===== src/sv/tmcc_pkg.sv =====
// Shared types, constants and codes for the temperature monitor / cooler control block.
package tmcc_pkg;

	localparam int NOW_W      = 32;
	localparam int TEMP_W     = 12;
	localparam int IVL_W      = 16;
	localparam int DLY_W      = 17;
	localparam int CFG_IDX_W  = 3;
	localparam int CFG_DATA_W = 17;

	localparam int SAMPLES_PER_ROUND_DEF = 5;

	// Fixed-point reciprocal used for the round average: floor(x/N) = (x*RECIP) >> RECIP_SHIFT,
	// exact for sums below 2^16 and N up to 16.
	localparam int RECIP_SHIFT = 28;
	localparam int RECIP_W     = RECIP_SHIFT + 1;

	localparam logic [TEMP_W-1:0] REAL_OFFSET = 12'd3;
	localparam logic [TEMP_W-1:0] SLEW_STEP   = 12'd2;

	typedef enum logic [1:0] {
		PH_IDLE    = 2'd0,
		PH_COLLECT = 2'd1,
		PH_FINISH  = 2'd2
	} phase_t;

	typedef enum logic [CFG_IDX_W-1:0] {
		CFG_COOLER_ENABLE   = 3'd0,
		CFG_COOL_OFF_BELOW  = 3'd1,
		CFG_COOL_ON_ABOVE   = 3'd2,
		CFG_SAMPLE_INTERVAL = 3'd3,
		CFG_FAN_OFF_DELAY   = 3'd4,
		CFG_ALARM_ARM_BELOW = 3'd5,
		CFG_ALARM_TRIP      = 3'd6,
		CFG_SLEW_CEILING    = 3'd7
	} cfg_idx_t;

	typedef struct packed {
		logic              cooler_enable;
		logic [TEMP_W-1:0] cool_off_below;
		logic [TEMP_W-1:0] cool_on_above;
		logic [IVL_W-1:0]  sample_interval_ms;
		logic [DLY_W-1:0]  fan_off_delay_ms;
		logic [TEMP_W-1:0] alarm_arm_below;
		logic [TEMP_W-1:0] alarm_trip_above;
		logic [TEMP_W-1:0] slew_ceiling;
	} cfg_t;

	typedef struct packed {
		logic [NOW_W-1:0]  now_ms;
		logic [TEMP_W-1:0] reading;
	} poll_t;

	typedef struct packed {
		logic              round_done;
		logic [TEMP_W-1:0] real_temp;
		logic [TEMP_W-1:0] shown_temp;
		logic              alarm_beep;
		logic              cooler_on_cmd;
		logic              cooler_off_cmd;
		logic              fan_off_cmd;
	} res_t;

endpackage


===== src/sv/tmcc_if.sv =====
// Channel interfaces: poll input, result output and configuration write.
interface poll_if import tmcc_pkg::*; ();
	logic              valid;
	logic              ready;
	logic [NOW_W-1:0]  now_ms;
	logic [TEMP_W-1:0] reading;

	modport source (output valid, now_ms, reading, input ready);
	modport sink (input valid, now_ms, reading, output ready);
endinterface

interface result_if import tmcc_pkg::*; ();
	logic              valid;
	logic              ready;
	logic              round_done;
	logic [TEMP_W-1:0] real_temp;
	logic [TEMP_W-1:0] shown_temp;
	logic              alarm_beep;
	logic              cooler_on_cmd;
	logic              cooler_off_cmd;
	logic              fan_off_cmd;

	modport source (output valid, round_done, real_temp, shown_temp, alarm_beep,
		cooler_on_cmd, cooler_off_cmd, fan_off_cmd, input ready);
	modport sink (input valid, round_done, real_temp, shown_temp, alarm_beep,
		cooler_on_cmd, cooler_off_cmd, fan_off_cmd, output ready);
endinterface

interface cfg_if import tmcc_pkg::*; ();
	logic                  valid;
	logic                  ready;
	logic [CFG_IDX_W-1:0]  index;
	logic [CFG_DATA_W-1:0] data;

	modport source (output valid, index, data, input ready);
	modport sink (input valid, index, data, output ready);
endinterface


===== src/sv/tmcc_cfg_regs.sv =====
// Configuration register file, written one register per beat.
module tmcc_cfg_regs import tmcc_pkg::*; (
	input  logic  clk,
	input  logic  arst_n,
	cfg_if.sink   cfg,
	output cfg_t  regs
);

	cfg_t regs_q;

	assign cfg.ready = 1'b1;
	assign regs      = regs_q;

	always_ff @(posedge clk or negedge arst_n) begin
		if (!arst_n) begin
			regs_q.cooler_enable      <= 1'b0;
			regs_q.cool_off_below     <= 12'd250;
			regs_q.cool_on_above      <= 12'd300;
			regs_q.sample_interval_ms <= 16'd10000;
			regs_q.fan_off_delay_ms   <= 17'd60000;
			regs_q.alarm_arm_below    <= 12'd70;
			regs_q.alarm_trip_above   <= 12'd150;
			regs_q.slew_ceiling       <= 12'd150;
		end else if (cfg.valid) begin
			unique case (cfg_idx_t'(cfg.index))
				CFG_COOLER_ENABLE:   regs_q.cooler_enable      <= cfg.data[0];
				CFG_COOL_OFF_BELOW:  regs_q.cool_off_below     <= cfg.data[TEMP_W-1:0];
				CFG_COOL_ON_ABOVE:   regs_q.cool_on_above      <= cfg.data[TEMP_W-1:0];
				CFG_SAMPLE_INTERVAL: regs_q.sample_interval_ms <= cfg.data[IVL_W-1:0];
				CFG_FAN_OFF_DELAY:   regs_q.fan_off_delay_ms   <= cfg.data[DLY_W-1:0];
				CFG_ALARM_ARM_BELOW: regs_q.alarm_arm_below    <= cfg.data[TEMP_W-1:0];
				CFG_ALARM_TRIP:      regs_q.alarm_trip_above   <= cfg.data[TEMP_W-1:0];
				CFG_SLEW_CEILING:    regs_q.slew_ceiling       <= cfg.data[TEMP_W-1:0];
			endcase
		end
	end

endmodule


===== src/sv/tmcc_core.sv =====
// Round state machine and finish-poll datapath: average, slew, alarm, cooler and fan timer.
module tmcc_core import tmcc_pkg::*; #(
	parameter int SAMPLES_PER_ROUND = SAMPLES_PER_ROUND_DEF
) (
	input  logic  clk,
	input  logic  arst_n,
	input  cfg_t  cfg,
	input  logic  fire,
	input  poll_t item,
	output res_t  res
);

	localparam int SUM_W  = $clog2(SAMPLES_PER_ROUND * 4095 + 1);
	localparam int CNT_W  = $clog2(SAMPLES_PER_ROUND + 1);
	localparam int PROD_W = SUM_W + RECIP_W;
	localparam logic [RECIP_W-1:0] RECIP =
		RECIP_W'((64'(1) << RECIP_SHIFT) / SAMPLES_PER_ROUND + 1);
	localparam logic [CNT_W-1:0] CNT_LAST = CNT_W'(SAMPLES_PER_ROUND);

	phase_t            phase_q, phase_d;
	logic [NOW_W-1:0]  next_round_q, next_round_d;
	logic [CNT_W-1:0]  cnt_q, cnt_d;
	logic [SUM_W-1:0]  sum_q, sum_d;
	logic [TEMP_W-1:0] real_q, real_d;
	logic [TEMP_W-1:0] shown_q, shown_d;
	logic              track_q, track_d;
	logic              armed_q, armed_d;
	logic [NOW_W-1:0]  fan_time_q, fan_time_d;
	logic              pend_q, pend_d;

	logic [PROD_W-1:0] prod;
	logic [TEMP_W-1:0] avg;
	logic [TEMP_W-1:0] base;
	logic              armed_pre;
	res_t              res_d;

	// Sample count is always SAMPLES_PER_ROUND at finish, so the average is a constant divide.
	assign prod = PROD_W'(sum_q) * PROD_W'(RECIP);
	assign avg  = prod[RECIP_SHIFT +: TEMP_W];

	always_ff @(posedge clk or negedge arst_n) begin
		if (!arst_n) begin
			phase_q <= PH_IDLE;
		end else if (fire) begin
			phase_q <= phase_d;
		end
	end

	always_ff @(posedge clk or negedge arst_n) begin
		if (!arst_n) begin
			next_round_q <= '0;
			cnt_q        <= '0;
			sum_q        <= '0;
			real_q       <= '0;
			shown_q      <= '0;
			track_q      <= 1'b0;
			armed_q      <= 1'b0;
			fan_time_q   <= '0;
			pend_q       <= 1'b0;
		end else if (fire) begin
			next_round_q <= next_round_d;
			cnt_q        <= cnt_d;
			sum_q        <= sum_d;
			real_q       <= real_d;
			shown_q      <= shown_d;
			track_q      <= track_d;
			armed_q      <= armed_d;
			fan_time_q   <= fan_time_d;
			pend_q       <= pend_d;
		end
	end

	always_comb begin
		phase_d      = phase_q;
		next_round_d = next_round_q;
		cnt_d        = cnt_q;
		sum_d        = sum_q;
		real_d       = real_q;
		shown_d      = shown_q;
		track_d      = track_q;
		armed_d      = armed_q;
		fan_time_d   = fan_time_q;
		pend_d       = pend_q;
		base         = shown_q;
		armed_pre    = armed_q;
		res_d        = '0;

		unique case (phase_q)
			PH_IDLE: begin
				if (item.now_ms > next_round_q) begin
					phase_d = PH_COLLECT;
					cnt_d   = '0;
					sum_d   = '0;
				end
			end
			PH_COLLECT: begin
				sum_d = sum_q + SUM_W'(item.reading);
				cnt_d = cnt_q + CNT_W'(1);
				if (cnt_d >= CNT_LAST)
					phase_d = PH_FINISH;
			end
			PH_FINISH: begin
				res_d.round_done = 1'b1;
				phase_d      = PH_IDLE;
				next_round_d = item.now_ms + NOW_W'(cfg.sample_interval_ms);
				real_d       = (avg > REAL_OFFSET) ? avg - REAL_OFFSET : '0;

				// Display slew: jump when hot, when starting to track or when within one, else step by two.
				if (real_d >= cfg.slew_ceiling) begin
					shown_d = real_d;
					track_d = 1'b0;
				end else begin
					base    = track_q ? shown_q : real_d;
					track_d = 1'b1;
					if (base == real_d)
						shown_d = base;
					else if ((base + 12'd1 == real_d && base != '1) ||
						(real_d + 12'd1 == base && real_d != '1))
						shown_d = real_d;
					else if (base < real_d)
						shown_d = base + SLEW_STEP;
					else
						shown_d = base - SLEW_STEP;
				end

				// Arm before trip: a round that does both beeps and ends disarmed.
				armed_pre = armed_q | (real_d < cfg.alarm_arm_below);
				armed_d   = armed_pre;
				if (armed_pre && real_d > cfg.alarm_trip_above) begin
					res_d.alarm_beep = 1'b1;
					armed_d          = 1'b0;
				end

				res_d.fan_off_cmd = pend_q && (item.now_ms > fan_time_q);

				if (cfg.cooler_enable) begin
					if (real_d < cfg.cool_off_below) begin
						res_d.cooler_off_cmd = 1'b1;
						fan_time_d = item.now_ms + NOW_W'(cfg.fan_off_delay_ms);
						pend_d     = 1'b1;
					end
					if (real_d > cfg.cool_on_above) begin
						res_d.cooler_on_cmd = 1'b1;
						pend_d = 1'b0;
					end
				end
			end
			default: begin
				phase_d = PH_IDLE;
			end
		endcase

		res_d.real_temp  = real_d;
		res_d.shown_temp = shown_d;
	end

	assign res = res_d;

endmodule


===== src/sv/temperature_monitor_cooler_control.sv =====
// Top level: poll input stage, round core, result register and configuration registers.
//
//  channel  dir  beat                                   notes
//  poll     in   now_ms[31:0], reading[11:0]             one beat per poll
//  result   out  round_done, real/shown temp, 4 pulses   one beat per poll
//  cfg      in   index[2:0], data[16:0]                  always ready
//
// One poll per cycle sustained while the result side is ready; a poll passes through the input
// stage and then the result register. All of a poll's work, including the constant-reciprocal
// average multiply, sits between the input stage and the result register.
// arst_n clears the handshake state, the round state and the configuration registers to their defaults.
// A stalled result holds the result register; the input stage still takes one more beat if it is empty.
module temperature_monitor_cooler_control import tmcc_pkg::*; #(
	parameter int SAMPLES_PER_ROUND = SAMPLES_PER_ROUND_DEF
) (
	input  logic      clk,
	input  logic      arst_n,
	poll_if.sink      poll,
	result_if.source  result,
	cfg_if.sink       cfg
);

	cfg_t  regs;
	poll_t item_s1;
	logic  valid_s1;
	res_t  res;
	res_t  res_q;
	logic  out_valid_q;
	logic  adv;
	logic  fire;

	assign adv        = !out_valid_q || result.ready;
	assign fire       = valid_s1 && adv;
	assign poll.ready = !valid_s1 || adv;

	tmcc_cfg_regs u_cfg (
		.clk    (clk),
		.arst_n (arst_n),
		.cfg    (cfg),
		.regs   (regs)
	);

	tmcc_core #(
		.SAMPLES_PER_ROUND (SAMPLES_PER_ROUND)
	) u_core (
		.clk    (clk),
		.arst_n (arst_n),
		.cfg    (regs),
		.fire   (fire),
		.item   (item_s1),
		.res    (res)
	);

	always_ff @(posedge clk or negedge arst_n) begin
		if (!arst_n) begin
			valid_s1 <= 1'b0;
		end else if (poll.ready) begin
			valid_s1 <= poll.valid;
		end
	end

	always_ff @(posedge clk) begin
		if (poll.ready && poll.valid) begin
			item_s1.now_ms  <= poll.now_ms;
			item_s1.reading <= poll.reading;
		end
	end

	always_ff @(posedge clk or negedge arst_n) begin
		if (!arst_n) begin
			out_valid_q <= 1'b0;
		end else if (adv) begin
			out_valid_q <= valid_s1;
		end
	end

	always_ff @(posedge clk) begin
		if (fire)
			res_q <= res;
	end

	assign result.valid          = out_valid_q;
	assign result.round_done     = res_q.round_done;
	assign result.real_temp      = res_q.real_temp;
	assign result.shown_temp     = res_q.shown_temp;
	assign result.alarm_beep     = res_q.alarm_beep;
	assign result.cooler_on_cmd  = res_q.cooler_on_cmd;
	assign result.cooler_off_cmd = res_q.cooler_off_cmd;
	assign result.fan_off_cmd    = res_q.fan_off_cmd;

	// Pulses only come out of a finish poll.
	a_pulse_needs_done: assert property (@(posedge clk) disable iff (!arst_n)
		result.valid && (result.alarm_beep || result.cooler_on_cmd ||
		result.cooler_off_cmd || result.fan_off_cmd) |-> result.round_done)
		else $error("pulse without round_done");

	// Cooler commands need threshold control enabled.
	a_cooler_enabled: assert property (@(posedge clk) disable iff (!arst_n)
		result.valid && (result.cooler_on_cmd || result.cooler_off_cmd) |-> regs.cooler_enable)
		else $error("cooler command while disabled");

	// At or above the slew ceiling the display follows the real value.
	a_slew_ceiling: assert property (@(posedge clk) disable iff (!arst_n)
		result.valid && result.round_done && (result.real_temp >= regs.slew_ceiling)
		|-> result.shown_temp == result.real_temp)
		else $error("shown temp not following above ceiling");

	// A result beat that is taken is replaced only by an item from the input stage.
	a_out_follows_s1: assert property (@(posedge clk) disable iff (!arst_n)
		!valid_s1 && adv |=> !out_valid_q)
		else $error("result beat without input");

endmodule

===== src/flat_wrapper.sv =====
// flat-port wrapper written by rule: the top's interface ports become plain ports
module temperature_monitor_cooler_control_flat import tmcc_pkg::*;
#(
	parameter int SAMPLES_PER_ROUND = SAMPLES_PER_ROUND_DEF
)
  (clk, arst_n, poll_valid, poll_now_ms, poll_reading, poll_ready, result_valid, result_round_done, result_real_temp, result_shown_temp, result_alarm_beep, result_cooler_on_cmd, result_cooler_off_cmd, result_fan_off_cmd, result_ready, cfg_valid, cfg_index, cfg_data, cfg_ready);
  poll_if poll_i ();
  result_if result_i ();
  cfg_if cfg_i ();
  input  logic clk;
  input  logic arst_n;
  input wire logic [$bits(poll_i.valid)-1:0] poll_valid;
  input wire logic [$bits(poll_i.now_ms)-1:0] poll_now_ms;
  input wire logic [$bits(poll_i.reading)-1:0] poll_reading;
  output wire logic [$bits(poll_i.ready)-1:0] poll_ready;
  output wire logic [$bits(result_i.valid)-1:0] result_valid;
  output wire logic [$bits(result_i.round_done)-1:0] result_round_done;
  output wire logic [$bits(result_i.real_temp)-1:0] result_real_temp;
  output wire logic [$bits(result_i.shown_temp)-1:0] result_shown_temp;
  output wire logic [$bits(result_i.alarm_beep)-1:0] result_alarm_beep;
  output wire logic [$bits(result_i.cooler_on_cmd)-1:0] result_cooler_on_cmd;
  output wire logic [$bits(result_i.cooler_off_cmd)-1:0] result_cooler_off_cmd;
  output wire logic [$bits(result_i.fan_off_cmd)-1:0] result_fan_off_cmd;
  input wire logic [$bits(result_i.ready)-1:0] result_ready;
  input wire logic [$bits(cfg_i.valid)-1:0] cfg_valid;
  input wire logic [$bits(cfg_i.index)-1:0] cfg_index;
  input wire logic [$bits(cfg_i.data)-1:0] cfg_data;
  output wire logic [$bits(cfg_i.ready)-1:0] cfg_ready;
  assign poll_i.valid = poll_valid;
  assign poll_i.now_ms = poll_now_ms;
  assign poll_i.reading = poll_reading;
  assign poll_ready = poll_i.ready;
  assign result_valid = result_i.valid;
  assign result_round_done = result_i.round_done;
  assign result_real_temp = result_i.real_temp;
  assign result_shown_temp = result_i.shown_temp;
  assign result_alarm_beep = result_i.alarm_beep;
  assign result_cooler_on_cmd = result_i.cooler_on_cmd;
  assign result_cooler_off_cmd = result_i.cooler_off_cmd;
  assign result_fan_off_cmd = result_i.fan_off_cmd;
  assign result_i.ready = result_ready;
  assign cfg_i.valid = cfg_valid;
  assign cfg_i.index = cfg_index;
  assign cfg_i.data = cfg_data;
  assign cfg_ready = cfg_i.ready;
  temperature_monitor_cooler_control #(.SAMPLES_PER_ROUND(SAMPLES_PER_ROUND)) u_core (.clk(clk), .arst_n(arst_n), .poll(poll_i), .result(result_i), .cfg(cfg_i));
endmodule

===== config.mk =====
export PLATFORM = sky130hd
export DESIGN_NAME = temperature_monitor_cooler_control_flat
export DESIGN_NICKNAME = d
export VERILOG_FILES = /design/src/sv/tmcc_pkg.sv /design/src/sv/tmcc_if.sv /design/src/sv/tmcc_cfg_regs.sv /design/src/sv/tmcc_core.sv /design/src/sv/temperature_monitor_cooler_control.sv /design/src/flat_wrapper.sv
export SDC_FILE = /design/constraint.sdc
export NUM_CORES = 1
export LEC_CHECK = 0
export ABC_AREA = 1
export ABC_CLOCK_PERIOD_IN_PS = 8900
export BUFFER_PORTS_ARGS = -buffer_cell sky130_fd_sc_hd__buf_2
export CORE_MARGIN = 2
export CORE_UTILIZATION = 45
export CTS_BUF_LIST = sky130_fd_sc_hd__clkbuf_4 sky130_fd_sc_hd__clkbuf_8
export CTS_CLUSTER_DIAMETER = 120
export DETAILED_ROUTE_END_ITERATION = 12
export RECOVER_POWER = 25
export SLEW_MARGIN = 25
export SYNTH_ARGS = -nofsm -noshare
export SYNTH_HDL_FRONTEND = slang
export SYNTH_SLANG_ARGS = --single-unit

===== constraint.sdc =====
create_clock -name clk -period 8.9 [get_ports clk]
set_input_delay 1.78 -clock clk [delete_from_list [all_inputs] [get_ports clk]]
set_output_delay 1.78 -clock clk [all_outputs]
set_load 0.005 [all_outputs]

* After elaboration in Yosys (flattened, before gate mapping)
Cells that the tools add are included.
Operators by class: $add $sub $neg 9, multipliers 1, magnitude comparators 10, equal/unequal tests 16, muxes and demuxes 23, bitwise logic cells 1, reductions and logical operators 29
Operators by type and width (count):
- $mux 12 | 8
- $gt 32x32->1 | 2
- $mul 15x24->38 const B | 1
- $eq 12x12->1 | 3
- $lt 12x12->1 | 3
- $add 32x16->32 | 1
- $add 32x17->32 | 1
- $pmux 15 s2 | 1
- $add 12x1->12 const B | 2
- $gt 12x12->1 | 2
- $ne 12x12->1 const B | 2
- $sub 12x2->12 const B | 2
- $reduce_and 2->1 | 10
- $add 15x12->15 | 1
- $mux 15 | 1
- $add 12x2->12 const B | 1
- $eq 3x3->1 const B | 4
- $ge 12x12->1 | 1
- $gt 12x2->1 const B | 1
- $mux 1 | 8
- $reduce_and 4->1 | 2
- $eq 3x2->1 const B | 2
- $logic_and 1x1->1 | 6
- $pmux 3 s2 | 1
- other kinds (16) | 23
Word-level totals: flip-flop bits (word level) 280, input bits 69, output and inout port bits 32

* Depth between registers and ports, before layout
depth in word-level cells 12, depth in mapped cells 52, depth with buffers taken out 52

* Cells and area by module
Synthesis repeated with hierarchy kept, for this count alone.
Unflattened totals: cell total of the unflattened synthesis 3022, area, all modules 23436.2 µm²
By module, submodules not included:
- tmcc_core | instances 1, cells each 2511, area an instance 17423.0 µm², sequential area each 2777.7 µm²
- tmcc_cfg_regs | instances 1, cells each 426, area an instance 3726.1 µm², sequential area each 2393.5 µm²
- temperature_monitor_cooler_control | instances 1, cells each 85, area an instance 2287.2 µm², sequential area each 2242.2 µm²

* Worst setup path after synthesis
No wires, ideal clock.
path kind register to register, start register u_core.u_core.sum_q[13], end register u_core.res_q (netlist bit u_core.result.shown_temp[11]) (data pin), arrival 8.456 ns, data required time 8.633 ns, slack 0.178 ns, stages on the path, launching flop included 46, path through dfrtp_1 > inv_1 > ha_1 > fa_1 > fa_1 > inv_1 > fa_1 > fa_1 > inv_1 > fa_1 > inv_1 > ha_1 > nand2_1 > nor2_1 > inv_1 > o21bai_1 > inv_1 > nand4_1 > [10 not listed] > nor2_1 > nand2_1 > o2111ai_1 > fa_1 > a21o_1 > a21oi_1 > o21ai_0 > nand3_1 > nand2_1 > a21oi_1 > nor2_1 > nor2_1 > xnor2_1 > xor2_1 > nand4_1 > nand3_1 > nand2_1 > o21ai_1
RTL lines:
- start: declaration | line tmcc_core.sv:23 | logic [SUM_W-1:0] sum_q, sum_d;
- start signal: assignment | line tmcc_core.sv:63 | sum_q <= sum_d;
- end signal: assignment | line temperature_monitor_cooler_control.sv:79 | res_q <= res;
- end: declaration | line temperature_monitor_cooler_control.sv:27 | res_t res_q;

==> results.yml <==
run_status:
  outcome: "finished, violations left"
  failed_checks: "max-capacitance violations, max-slew violations"
floorplanning:
  pin_count: 101
  die_y_um: 230
  design.core.area_mm2: 0.0503
  rows: 82
  start_util: 0.458
  die_area_mm2: 0.0529
  dieWidth_um: 230
global_route:
  grt_pass1_wl_mm: 105
  met1_usage: 0.333
  grt_pass1_vias: 19900
  grt_usage: 0.248
  met3_usage: 0.0272
  busiest_layer: "met2"
  grt_antenna_before_repair: 1
  grt-ovfl-total: 0
  use_met2: 0.412
  grt_max_degree: 71
sta:
  setup_viol: 0
  fin_skew_ns: 0.0603
  max-slew-margin-rel: -1.59
  timing.fmax_ghz: 0.117
  final.min_clock_period_ns: 8.53
  period_share: 0.958
  hold_violations: 0
  max_slew.worst_pin.slew_ns: 3.89
  setup_slack_ns: 0.372
  finalMaxSlewViolations: 70
clock_tree:
  cts_buffer_depth: 3
  cts_root_buffer: "clkbuf_8"
  htreeDepth: 2
  numCtsBuffers: 52
  clk_pin_slew_ns: 0.06
  clkLatencyLatePin_ns: 0.68
  cts_hold_buf: 0
  clock_sinks: 280
  cts_tree: "built"
routing:
  remaining_drc_errors: 0
  wirelength_mm: 65.3
  via_per_inst: 5.20
  drtIter0Drc: 1282
  wl_per_cell_um: 17.0
  vias: 20000
  dr.pass1.iters: 6
  detail-route-antenna-nets: 0
placement:
  pre_cts_ws_ns: 0.0973
  place.gp.congestion: 0.940
  place.detailed.hpwl_mm: 50.3
  port-buffer-count: 99
  place_area_mm2: 0.0248
synth:
  synth_area_mm2: 0.0230
  synth_edf_count: 73
  synthFlopType: "dfrtp_1"
  yosysSeqAreaShare: 0.322
  synth_area_leaders: "dfrtp_1 (19%), ha_1 (17%), nand2_1 (11%)"
  yosysWarnings: 0
  synth.most_common_cell: "nand2_1"
  synth_top_area_share: 0.189
  async_flop_share: 0.739
  ys_ff_latch: 280
  synthDistinctLibCells: 64
  synthCells: 2915
  synth_nets: 3369
  synth_top_cell_by_area: "dfrtp_1"
  ys_top_cells_by_count: "nand2_1 (693), inv_1 (514), ha_1 (311)"
  syn_avg_cell_area_um2: 7.89
min_path:
  hold_end: "u_core.u_core.fan_time_q[12]$_DFFE_PN0P_"
  holdPathStages: 2
  hold_path.class: "reg -> reg"
  hold_start: "u_core.u_core.fan_time_q[12]$_DFFE_PN0P_"
setup_path:
  cp.arrival_ns: 8.92
  path_class: "reg -> reg"
  endpoint_kind: "register"
  crit_path_max_fanout: 5
  cp_slowest_cell: "fa_2"
  timing.rr.start: "u_core.u_core.sum_q[10]$_DFFE_PN0P_"
  reg2reg_depth: 47
  cp.required_ns: 9.29
  crit_path_start_kind: "register"
  critical-path-max-stage-delay_ns: 0.59
  rrSetupSlack_ns: 0.37
  critPathMostFrequentCell: "nand2_1"
  r2r_end: "u_core.result.shown_temp[11]$_DFFE_PP_"
final_layout:
  syn_to_final_growth_pct: 15.1
  layout.nets: 3581
  drive_gt1_frac: 0.145
  utilization: 0.526
  fin_area_mm2: 0.0265
flow_run:
  drv_cap: 1
## worst max-delay path, delay by kind of cell (launching register included)
family,cells,cell delay [ns]
AND/OR/NAND/NOR,22,2.10
flip-flops,1,0.44
adder cells (fa/ha/maj),9,3.83
AO/OA/AOI/OAI,8,1.06
buffers and inverters,6,0.54
XOR/XNOR,2,0.26
## layout by cell type (no fill, tap or decap), drive strengths merged, types with 3 or more instances in the layout
cell type | netlist | final
edfxtp | 73 | 73
nor3 | 30 | 30
a21oi | 158 | 158
a21boi | 6 | 6
ha | 311 | 311
nand3b | 6 | 6
clkbuf | 39 | 90
a21o | 4 | 4
a31oi | 7 | 7
o32ai | 3 | 3
dfstp | 33 | 33
o21bai | 12 | 12
o22ai | 5 | 5
or2 | 4 | 4
fa | 74 | 74
o31ai | 7 | 7
xor2 | 34 | 34
nor2 | 176 | 176
buf | 13 | 196
o21ai | 256 | 256
o2111ai | 5 | 5
dfrtp | 174 | 174
inv | 524 | 526
o211ai | 8 | 8
xnor2 | 23 | 23
clkinv | 3 | 15
nand2 | 714 | 717
nand3 | 129 | 129
a211oi | 15 | 15
a22oi | 4 | 4
nand4 | 45 | 45
## sequential cells by signal (all words and copies together), names as in the netlist, 2 cells and up
signal,count
u_core.u_core.sum_q,15
u_core.result.real_temp,12
u_core.u_core.next_round_q,32
u_core.u_core.fan_time_q,32
u_core.u_cfg.regs,94
u_core.u_core.phase_q,2
u_core.u_core.cnt_q,3
u_core.u_core.shown_q,12
u_core.u_core.real_q,12
u_core.item_s1,44
u_core.result.shown_temp,12
## layout make-up
cell class,instances,area [µm²]
well taps,672,841
clock inverters,17,166
diodes,1,2.50
multi-input cells,2059,13800
clock buffers,79,937
repair buffers,207,1340
fillers,4857,23800
inverters,527,1980
flip-flops and latches,280,7410
## routing by layer
metal / vias up / share of wire
li1: 9924 / -
met1: 9392 / 0.46
met2: 495 / 0.46
met3: 150 / 0.045
met4: 0 / 0.037
met5: - / 0
## stage by stage
stage	hold WS, ns	setup TNS, ns	std cells
floorplan	0.448	0	2915
global placement	0.463	0	3721
detailed placement	0.469	0	3721
CTS	0.484	0	3817
global route	0.500	-0.373	3842
finish	0.482	0	3842
## what timing repair did
action / 4_1_cts / 5_1_grt
hold endpoints to repair: 0 / 0
setup endpoints to repair: 0 / 47
resized for setup: 0 / 83
setup buffers: 0 / 19
## cells by family after synthesis
| logic type | Yosys count | synth area share |
|---|---|---|
| flip-flops | 280 | 0.322 |
| XOR/XNOR | 57 | 0.0220 |
| other | 1 | 0.000163 |
| adder cells (fa/ha/maj) | 385 | 0.234 |
| multiplexers | 1 | 0.000489 |
| buffers and inverters | 579 | 0.0963 |
| AO/OA/AOI/OAI | 499 | 0.119 |
| AND/OR/NAND/NOR | 1113 | 0.206 |
## worst max path at each step
stage	startpoint	endpoint	slack [ns]	depth (start not counted)
6_report	u_core.u_core.sum_q[10]$_DFFE_PN0P_	u_core.result.shown_temp[11]$_DFFE_PP_	0.37	47
5_1_grt	u_core.u_core.sum_q[10]$_DFFE_PN0P_	u_core.result.shown_temp[11]$_DFFE_PP_	-0.11	47
2_1_floorplan	u_core.u_core.sum_q[13]$_DFFE_PN0P_	u_core.result.shown_temp[11]$_DFFE_PP_	0.18	45
3_3_place_gp	u_core.u_core.sum_q[13]$_DFFE_PN0P_	u_core.result.shown_temp[11]$_DFFE_PP_	0.26	46
3_5_place_dp	u_core.u_core.sum_q[13]$_DFFE_PN0P_	u_core.result.shown_temp[11]$_DFFE_PP_	0.1	44
4_1_cts	u_core.u_core.sum_q[13]$_DFFE_PN0P_	u_core.result.shown_temp[11]$_DFFE_PP_	0.03	45
Power is left out: the tool's default activity adds up to more than one toggle a clock period on the data nets, which glitch-free logic cannot reach.
